===== src/sv/tsfb_pkg.sv =====
// Shared types, constants and helpers for the TCP SYN frame builder.
// No dependencies; every other file of the block but tsfb_checker refers to this package.
package tsfb_pkg;

  localparam int FRAME_BYTES = 54;
  localparam int FRAME_W     = FRAME_BYTES * 8;
  localparam int CNT_W       = $clog2(FRAME_BYTES);
  localparam int SUM_W       = 20;
  localparam int CFG_IDX_W   = 3;
  localparam int CFG_DATA_W  = 48;
  localparam logic [15:0] PSEUDO_PROTO = 16'd6;
  localparam logic [15:0] PSEUDO_LEN   = 16'd20;
  localparam logic [CNT_W-1:0] LAST_CNT = CNT_W'(FRAME_BYTES - 1);

  typedef enum logic [CFG_IDX_W-1:0] {
    REG_SOURCE_MAC    = 3'd0,
    REG_DEST_MAC      = 3'd1,
    REG_SOURCE_IP     = 3'd2,
    REG_DEST_IP       = 3'd3,
    REG_ETHER_KIND    = 3'd4,
    REG_IP_FIRST_WORD = 3'd5,
    REG_HOP_AND_PROTO = 3'd6,
    REG_OFFSET_SHIFT  = 3'd7
  } cfg_idx_t;

  typedef struct packed {
    logic [47:0] source_mac;
    logic [47:0] dest_mac;
    logic [31:0] source_ip;
    logic [31:0] dest_ip;
    logic [15:0] ether_kind;
    logic [15:0] ip_first_word;
    logic [15:0] hop_and_proto;
    logic [2:0]  offset_shift;
  } cfg_t;

  typedef struct packed {
    logic [15:0] source_port;
    logic [15:0] dest_port;
    logic [31:0] seq_number;
    logic [31:0] ack_number;
    logic [7:0]  offset_value;
    logic [7:0]  tcp_flags;
    logic [15:0] window_size;
    logic [15:0] urgent_pointer;
    logic [15:0] ip_ident;
    logic [15:0] frag_field;
    logic [15:0] total_length;
  } req_t;

  function automatic logic [SUM_W-1:0] ext16(input logic [15:0] w);
    ext16 = {{(SUM_W-16){1'b0}}, w};
  endfunction

  function automatic logic [15:0] fold_invert(input logic [SUM_W-1:0] s);
    logic [16:0] s1;
    logic [15:0] s2;
    s1 = {1'b0, s[15:0]} + {{(17-(SUM_W-16)){1'b0}}, s[SUM_W-1:16]};
    s2 = s1[15:0] + {15'd0, s1[16]};
    fold_invert = ~s2;
  endfunction

endpackage


===== src/sv/tsfb_csum_pipe.sv =====
// Three-stage checksum pipeline: partial sums, full sums, fold and frame assembly.
// Depends on tsfb_pkg.
module tsfb_csum_pipe (
  input  logic                          clk,
  input  logic                          rst_n,
  input  tsfb_pkg::cfg_t                cfg,
  input  logic                          in_valid,
  output logic                          in_ready,
  input  tsfb_pkg::req_t                in_req,
  output logic                          out_valid,
  input  logic                          out_ready,
  output logic [tsfb_pkg::FRAME_W-1:0]  out_frame
);

  logic                        v1_r, v2_r, v3_r;
  logic                        rdy1, rdy2, rdy3;
  tsfb_pkg::req_t              req1_r, req2_r, req3_r;
  logic [7:0]                  off1_r, off2_r, off3_r;
  logic [7:0]                  off_nxt;
  logic [tsfb_pkg::SUM_W-1:0]  ip_a_r, tcp_a_r, ip_a_nxt, tcp_a_nxt;
  logic [tsfb_pkg::SUM_W-1:0]  ip_sum_r, tcp_sum_r, ip_sum_nxt, tcp_sum_nxt, addr_sum;
  logic [15:0]                 ip_csum_r, tcp_csum_r;

  assign rdy3     = !v3_r || out_ready;
  assign rdy2     = !v2_r || rdy3;
  assign rdy1     = !v1_r || rdy2;
  assign in_ready = rdy1;

  always_comb begin
    off_nxt   = 8'(in_req.offset_value << cfg.offset_shift);
    ip_a_nxt  = tsfb_pkg::ext16(cfg.ip_first_word) + tsfb_pkg::ext16(in_req.total_length)
              + tsfb_pkg::ext16(in_req.ip_ident) + tsfb_pkg::ext16(in_req.frag_field)
              + tsfb_pkg::ext16(cfg.hop_and_proto);
    tcp_a_nxt = tsfb_pkg::ext16(in_req.source_port) + tsfb_pkg::ext16(in_req.dest_port)
              + tsfb_pkg::ext16(in_req.seq_number[31:16])
              + tsfb_pkg::ext16(in_req.seq_number[15:0])
              + tsfb_pkg::ext16(in_req.ack_number[31:16])
              + tsfb_pkg::ext16(in_req.ack_number[15:0]);
  end

  always_comb begin
    addr_sum    = tsfb_pkg::ext16(cfg.source_ip[31:16]) + tsfb_pkg::ext16(cfg.source_ip[15:0])
                + tsfb_pkg::ext16(cfg.dest_ip[31:16]) + tsfb_pkg::ext16(cfg.dest_ip[15:0]);
    ip_sum_nxt  = ip_a_r + addr_sum;
    tcp_sum_nxt = tcp_a_r + addr_sum + tsfb_pkg::ext16(tsfb_pkg::PSEUDO_PROTO)
                + tsfb_pkg::ext16(tsfb_pkg::PSEUDO_LEN)
                + tsfb_pkg::ext16({off1_r, req1_r.tcp_flags})
                + tsfb_pkg::ext16(req1_r.window_size)
                + tsfb_pkg::ext16(req1_r.urgent_pointer);
  end

  always_ff @(posedge clk) begin
    if (!rst_n) begin
      v1_r <= 1'b0;
      v2_r <= 1'b0;
      v3_r <= 1'b0;
    end else begin
      if (rdy1) v1_r <= in_valid;
      if (rdy2) v2_r <= v1_r;
      if (rdy3) v3_r <= v2_r;
    end
  end

  always_ff @(posedge clk) begin
    if (rdy1 && in_valid) begin
      req1_r  <= in_req;
      off1_r  <= off_nxt;
      ip_a_r  <= ip_a_nxt;
      tcp_a_r <= tcp_a_nxt;
    end
    if (rdy2 && v1_r) begin
      req2_r    <= req1_r;
      off2_r    <= off1_r;
      ip_sum_r  <= ip_sum_nxt;
      tcp_sum_r <= tcp_sum_nxt;
    end
    if (rdy3 && v2_r) begin
      req3_r     <= req2_r;
      off3_r     <= off2_r;
      ip_csum_r  <= tsfb_pkg::fold_invert(ip_sum_r);
      tcp_csum_r <= tsfb_pkg::fold_invert(tcp_sum_r);
    end
  end

  assign out_valid = v3_r;
  assign out_frame = {cfg.dest_mac, cfg.source_mac, cfg.ether_kind,
                      cfg.ip_first_word, req3_r.total_length, req3_r.ip_ident,
                      req3_r.frag_field, cfg.hop_and_proto, ip_csum_r,
                      cfg.source_ip, cfg.dest_ip,
                      req3_r.source_port, req3_r.dest_port, req3_r.seq_number,
                      req3_r.ack_number, off3_r, req3_r.tcp_flags,
                      req3_r.window_size, tcp_csum_r, req3_r.urgent_pointer};

endmodule


===== src/sv/tsfb_serializer.sv =====
// Frame shift register: loads a 54-byte frame and sends it one byte per transaction.
// Depends on tsfb_pkg.
module tsfb_serializer (
  input  logic                          clk,
  input  logic                          rst_n,
  input  logic                          in_valid,
  output logic                          in_ready,
  input  logic [tsfb_pkg::FRAME_W-1:0]  in_frame,
  output logic                          out_valid,
  input  logic                          out_ready,
  output logic [7:0]                    out_byte,
  output logic                          out_last
);

  logic [tsfb_pkg::FRAME_W-1:0] frame_r;
  logic [tsfb_pkg::CNT_W-1:0]   cnt_r;
  logic                         busy_r;
  logic                         last, load, take;

  assign last      = (cnt_r == tsfb_pkg::LAST_CNT);
  assign take      = busy_r && out_ready;
  assign in_ready  = !busy_r || (out_ready && last);
  assign load      = in_valid && in_ready;
  assign out_valid = busy_r;
  assign out_byte  = frame_r[tsfb_pkg::FRAME_W-1 -: 8];
  assign out_last  = last;

  always_ff @(posedge clk) begin
    if (!rst_n) begin
      busy_r <= 1'b0;
      cnt_r  <= '0;
    end else begin
      if (load) begin
        busy_r <= 1'b1;
        cnt_r  <= '0;
      end else if (take) begin
        if (last) begin
          busy_r <= 1'b0;
          cnt_r  <= '0;
        end else begin
          cnt_r <= cnt_r + 1'b1;
        end
      end
    end
  end

  always_ff @(posedge clk) begin
    if (load) begin
      frame_r <= in_frame;
    end else if (take) begin
      frame_r <= {frame_r[tsfb_pkg::FRAME_W-9:0], 8'd0};
    end
  end

endmodule


===== src/sv/tcp_syn_frame_builder_unit.sv =====
// Top level of the TCP SYN frame builder: configuration registers, checksum pipe, serializer.
// Depends on tsfb_pkg, tsfb_csum_pipe and tsfb_serializer.
//
//   channel  direction  handshake             payload
//   in_      request    in_valid/in_ready     TCP and IPv4 per-packet fields
//   out_     result     out_valid/out_ready   out_frame_byte, out_last_byte
//   cfg_     write      cfg_valid/cfg_ready   cfg_index, cfg_data
//
// Each request yields 54 output bytes, one per cycle while out_ready is high; the
// serializer loads the next frame as the last byte of the current frame is taken.
// With the serializer idle, the first byte follows the checksum stages and the load.
// Three checksum stages buffer further requests while a frame is being sent.
// Synchronous active-low reset clears valids and loads register reset values.
// Stalls on out_ready hold the serializer and back up the stages behind it; nothing is lost or repeated.
module tcp_syn_frame_builder_unit (
  input  logic                               clk,
  input  logic                               rst_n,
  input  logic                               in_valid,
  output logic                               in_ready,
  input  logic [15:0]                        in_source_port,
  input  logic [15:0]                        in_dest_port,
  input  logic [31:0]                        in_seq_number,
  input  logic [31:0]                        in_ack_number,
  input  logic [7:0]                         in_offset_value,
  input  logic [7:0]                         in_tcp_flags,
  input  logic [15:0]                        in_window_size,
  input  logic [15:0]                        in_urgent_pointer,
  input  logic [15:0]                        in_ip_ident,
  input  logic [15:0]                        in_frag_field,
  input  logic [15:0]                        in_total_length,
  output logic                               out_valid,
  input  logic                               out_ready,
  output logic [7:0]                         out_frame_byte,
  output logic                               out_last_byte,
  input  logic                               cfg_valid,
  output logic                               cfg_ready,
  input  logic [tsfb_pkg::CFG_IDX_W-1:0]     cfg_index,
  input  logic [tsfb_pkg::CFG_DATA_W-1:0]    cfg_data
);

  tsfb_pkg::cfg_t             cfg_r;
  tsfb_pkg::req_t             req;
  logic                       pipe_valid, pipe_ready;
  logic [tsfb_pkg::FRAME_W-1:0] pipe_frame;

  assign cfg_ready = 1'b1;

  always_ff @(posedge clk) begin
    if (!rst_n) begin
      cfg_r.source_mac    <= '0;
      cfg_r.dest_mac      <= '0;
      cfg_r.source_ip     <= '0;
      cfg_r.dest_ip       <= '0;
      cfg_r.ether_kind    <= 16'h0800;
      cfg_r.ip_first_word <= 16'h4500;
      cfg_r.hop_and_proto <= 16'h4006;
      cfg_r.offset_shift  <= 3'd4;
    end else if (cfg_valid) begin
      unique case (tsfb_pkg::cfg_idx_t'(cfg_index))
        tsfb_pkg::REG_SOURCE_MAC:    cfg_r.source_mac    <= cfg_data;
        tsfb_pkg::REG_DEST_MAC:      cfg_r.dest_mac      <= cfg_data;
        tsfb_pkg::REG_SOURCE_IP:     cfg_r.source_ip     <= cfg_data[31:0];
        tsfb_pkg::REG_DEST_IP:       cfg_r.dest_ip       <= cfg_data[31:0];
        tsfb_pkg::REG_ETHER_KIND:    cfg_r.ether_kind    <= cfg_data[15:0];
        tsfb_pkg::REG_IP_FIRST_WORD: cfg_r.ip_first_word <= cfg_data[15:0];
        tsfb_pkg::REG_HOP_AND_PROTO: cfg_r.hop_and_proto <= cfg_data[15:0];
        tsfb_pkg::REG_OFFSET_SHIFT:  cfg_r.offset_shift  <= cfg_data[2:0];
      endcase
    end
  end

  always_comb begin
    req.source_port    = in_source_port;
    req.dest_port      = in_dest_port;
    req.seq_number     = in_seq_number;
    req.ack_number     = in_ack_number;
    req.offset_value   = in_offset_value;
    req.tcp_flags      = in_tcp_flags;
    req.window_size    = in_window_size;
    req.urgent_pointer = in_urgent_pointer;
    req.ip_ident       = in_ip_ident;
    req.frag_field     = in_frag_field;
    req.total_length   = in_total_length;
  end

  tsfb_csum_pipe u_pipe (
    .clk       (clk),
    .rst_n     (rst_n),
    .cfg       (cfg_r),
    .in_valid  (in_valid),
    .in_ready  (in_ready),
    .in_req    (req),
    .out_valid (pipe_valid),
    .out_ready (pipe_ready),
    .out_frame (pipe_frame)
  );

  tsfb_serializer u_ser (
    .clk       (clk),
    .rst_n     (rst_n),
    .in_valid  (pipe_valid),
    .in_ready  (pipe_ready),
    .in_frame  (pipe_frame),
    .out_valid (out_valid),
    .out_ready (out_ready),
    .out_byte  (out_frame_byte),
    .out_last  (out_last_byte)
  );

endmodule


===== config.mk =====
export PLATFORM = sky130hd
export DESIGN_NAME = tcp_syn_frame_builder_unit
export DESIGN_NICKNAME = d
export VERILOG_FILES = /design/src/sv/tsfb_pkg.sv /design/src/sv/tsfb_csum_pipe.sv /design/src/sv/tsfb_serializer.sv /design/src/sv/tcp_syn_frame_builder_unit.sv
export SDC_FILE = /design/constraint.sdc
export NUM_CORES = 2
export LEC_CHECK = 0
export BUFFER_PORTS_ARGS = -buffer_cell sky130_fd_sc_hd__buf_2
export CORE_MARGIN = 10
export CORE_UTILIZATION = 45
export CTS_CLUSTER_SIZE = 40
export DETAILED_ROUTE_END_ITERATION = 8
export PLACE_DENSITY = 0.61
export RECOVER_POWER = 100
export REMOVE_ABC_BUFFERS = 1
export SYNTH_ARGS = -nofsm -noshare
export SYNTH_HDL_FRONTEND = slang
export SYNTH_SLANG_ARGS = --single-unit

===== constraint.sdc =====
create_clock -name clk -period 94.8 [get_ports clk]
set_input_delay 18.96 -clock clk [delete_from_list [all_inputs] [get_ports clk]]
set_output_delay 18.96 -clock clk [all_outputs]
set_load 0.05 [all_outputs]

* After elaboration in Yosys (flattened, before gate mapping) *
Index checks and enable logic that the tools add are counted.

word-level totals
  output and inout port bits = 12
  logic and storage cells = 122
  input port bits = 248
  flip-flop bits (word level) = 1341

cells by class
  equality and inequality tests = 8
  reduce and logical (&&, ||, !) cells = 27
  multiplexer cells = 6
  shift-type cells = 1
  bitwise operators = 3
  add/sub/neg operators = 24

operators by type and width
  kind                                                             number
  432-bit 2-to-1 mux                                               2
  20-bit by 16-bit adder with 20-bit output                        12
  16-bit by 16-bit adder with 17-bit output                        3
  20-bit adder                                                     2
  16-bit by 4-bit adder with 17-bit output                         2
  16-bit by 1-bit adder with 16-bit output                         2
  16-bit inverter                                                  2
  20-bit by 3-bit adder with 20-bit output, second input constant  1
  20-bit by 5-bit adder with 20-bit output, second input constant  1
  2-bit AND reduction                                              9
  3-bit == test, second input constant                             4
  8-bit by 3-bit << shifter with 8-bit output                      1
  6-bit by 1-bit adder with 6-bit output, second input constant    1
  3-bit by 2-bit == test with 1-bit output, second input constant  2
  6-bit == test, second input constant                             1
  1-bit logical AND                                                6
  6-bit 2-to-1 mux                                                 1
  1-bit logical NOT                                                4
  1-bit logical OR                                                 4
  2-bit nonzero test                                               2
  3-bit by 1-bit == test with 1-bit output, second input constant  1
  3-bit logical NOT                                                1
  1-bit 2-to-1 mux                                                 3
  2-bit OR reduction                                               1
  1-bit inverter                                                   1

* Logic depth before layout (Yosys ltp) *
  depth after elaboration = 9
  mapped depth = 31
  depth with buffers taken out = 31

* Hierarchy *
From an unflattened synthesis, not the netlist that was laid out.

second synthesis, totals
  cells, all modules = 3761
  area total of the unflattened synthesis = 58803.9 sq um

by module, submodules not included
  module                      area an instance (sq um)  times used  cells an instance  sequential area each (sq um)
  tsfb_csum_pipe              32303.5                   1           2037               20659.8
  tsfb_serializer             18702.9                   1           969                13112.6
  tcp_syn_frame_builder_unit  7797.5                    1           755                4224.1

* Least setup slack after synthesis *
No wires, ideal clock.

  path type = in2out
  start point = input out_ready
  end point = output in_ready
  setup slack = 55967 ps
  required time = 75840 ps
  path buffers = 0
  arrival time = 19873 ps
  stages = 3
  cell sequence = a21boi_0 > and3_1 > nand2_1

on the way
  cells in the longest elaborated chain, start to end = 5

ends and longest elaborated chain
  item               RTL line                          source
  start, declared    tcp_syn_frame_builder_unit.sv:32  input logic out_ready,
  1-bit logical AND  tsfb_serializer.sv:22             assign in_ready = !busy_r || (out_ready && last);
  1-bit logical OR   tsfb_serializer.sv:22
  1-bit logical OR   tsfb_csum_pipe.sv:24              assign rdy3 = !v3_r || out_ready;
  1-bit logical OR   tsfb_csum_pipe.sv:25              assign rdy2 = !v2_r || rdy3;
  1-bit logical OR   tsfb_csum_pipe.sv:26              assign rdy1 = !v1_r || rdy2;
  end, declared      tcp_syn_frame_builder_unit.sv:19  output logic in_ready,

Every way passes these cells.

* Worst setup path in the final report *
Ends and elaborated chain as after synthesis.

==> out/metrics.cfg <==
[run_status]
status=finished, violations left
violations=capacitance limit, slew limit

[clocking]
clk-insertion-delay-late_ps=790
cts_buffers=146
cts_num_sinks=1339
clk_pin_slew_ps=60
ctsLongestPathBuffers=3
cts_tree=done
cts_hold_buf=0
htreeDepth=4
cts_resized=0
cts_root_buf=clkbuf_16
postCtsSetupRepairBufs=0

[floorplan]
pin_count=260
rows=132
core_area_um2=129500
die-area_um2=145200
die_x_um=381.0
die_h_um=381.0
initial_utilization=0.4530

[timing]
hold_viol=0
finalSetupViolations=0
drv_slew=2332
period_minus_slack_ps=39400
finalWorstSetupSlack_ps=55400
whs_ps=407.3
fmax_mhz=25.38
min_period_over_period=0.4157
rsz0062_at_grt=false
skew_ps=38.51
worst_pin_slew_ps=8942
slew_headroom=-4.961
tns_ps=0

[placement]
place.detailed.hpwl_um=91420
place_ws_ps=55290
gp_congestion=0.8840
placed_cell_area_um2=61720
port_buffers=258
placed_cells=6784

[global_routing]
use_met1=0.2557
grt.busiest_layer=met2
met2_usage=0.2984
grt_start_max_net_pins=175
grt_pass1_vias=35250
antenna_found_initial=14
grt_pass1_wl_um=210100
grt_usage=0.1866
grtUsageMet3=0.03617
grt-ovfl-total=0

[power_and_ir_drop]
peakVddDrop_mv=0.02041
power.leakage_uw=0.02569
p_per_area_nw_per_um2=24.92

[worst_setup_path]
reg2reg_slack_ps=80410
critical_path_class=in -> out
startpoint=out_ready
startpoint_type=input pin
worst_ep_required_time_ps=75840
critPathMaxFanout=6
crit_path_end_kind=primary output
reg2reg_from=u_ser.cnt_r[0]$_SDFFE_PP0P_
worstPathArrival_ps=20440

[hold_path]
hold_class=reg -> reg
min_from=u_pipe.req2_r[123]$_DFFE_PP_

[routing]
vias_per_cell=5.030
routed_wirelength_um=137200
drc_errors=0
drt_iter0_markers=2564
dr.pass1.iters=5
num_vias=35490
ant_nets=0
wl_per_cell_um=19.44

[layout]
drive_above_1_share=0.06477
nFillCells=11470
areaGrowthSynthToFinish_pct=12.54
fin_cells=7055
finalInstanceArea_um2=66000
layout.nets=5764

[logic_synthesis]
synth_seq_area_share=0.6478
syn_area_um2=58650
yosysUniqueCellTypes=77
ys.flop_type=edfxtp_1
avgSynthCellArea_um2=11.89
synth_enable_flop_cells=1118
ys_seq_elements=1339
ys.warnings.count=0
ys_async_sr_fraction=0
syn-instance-count=4931

[job]
drv_cap=33

-- synth_stat cells (all sizes together), types with 67 or more instances --
master  count  area share
a21boi    210       0.027
a21oi     104      0.0089
buf        67      0.0058
clkbuf    113      0.0073
dfxtp     221       0.075
edfxtp   1118        0.57
fa        152       0.052
ha        174       0.037
inv       352       0.023
nand2    1697        0.11
nor2       93      0.0060
o21ai      91      0.0078
xnor2      94       0.014
-- kinds of logic after synthesis --
group,count (synthesis),synth area share
DFF,1339,0.6478
and+or+nand+nor,1999,0.1367
other,1,0.00006394
muxes,16,0.002794
xor gates and xnor gates,149,0.02238
AOI/OAI and AO/OA,568,0.06547
buffers and inverters,532,0.03558
adders and majority gates,327,0.08919
-- state kept, by name (all words and copies together) (netlist names), 20 cells and up --
name	flops
u_pipe.req2_r	184
cfg_r	211
u_pipe.req1_r	184
u_pipe.out_frame	184
u_ser.frame_r	432
u_pipe.ip_sum_r	20
u_pipe.tcp_sum_r	20
-- area by class of cell --
class / count / area, µm² / share of cell area
sequential: 1339 / 38000 / 0.5757
timing repair buffer: 291 / 1259 / 0.01907
inverter: 352 / 1321 / 0.02002
antenna: 2 / 5.005 / 0.00007583
tap: 1742 / 2180 / 0.03302
clock inverter: 59 / 628.1 / 0.009516
multi-input combinational: 3060 / 18590 / 0.2816
clock buffer: 210 / 4028 / 0.06102
-- worst max-delay path: stages --
cell,delay (ps)
clkbuf_1,90
a21boi_0,620
and3_1,370
nand2_1,100
clkbuf_1,300
-- per-stage QoR --
step,utilization,total power (µW)
2_1_floorplan,-,1008
3_3_place_gp,0.4767,1095
3_5_place_dp,0.4767,1102
4_1_cts,0.5126,1658
5_1_grt,0.5097,1734
6_report,0.5097,1645
-- worst paths after layout --
kind	cells after the start	endpoint
worst max register to register	10	u_ser.frame_r[249]$_DFFE_PP_
worst min-delay path	0	u_pipe.out_frame[91]$_DFFE_PP_
worst min register to register	0	u_pipe.out_frame[91]$_DFFE_PP_
worst max-delay path	5	in_ready
-- layer usage --
layer  share of wire  routed length, µm
met3           0.051               6963
met1            0.45              61760
met2            0.47              64560
met4           0.028               3792
met5         0.00066                 90
-- power breakdown --
part	switching [µW]	internal, µW
clock network	236	313
logic	222	153
registers	21.5	698
total	480	1160
-- cells in the final DEF, fill, tap and decap left out, drive strengths merged, types with 20 or more instances in the layout --
cell type,instances
a21boi,210
a21o,45
a21oi,104
and3,26
buf,119
clkbuf,382
clkinv,40
dfxtp,221
edfxtp,1118
fa,152
ha,174
inv,361
nand2,1697
nand2b,28
nand3,30
nor2,93
nor2b,34
nor3,26
o21a,20
o21ai,91
xnor2,94
xor2,55
(Power assumes the default switching activity.)
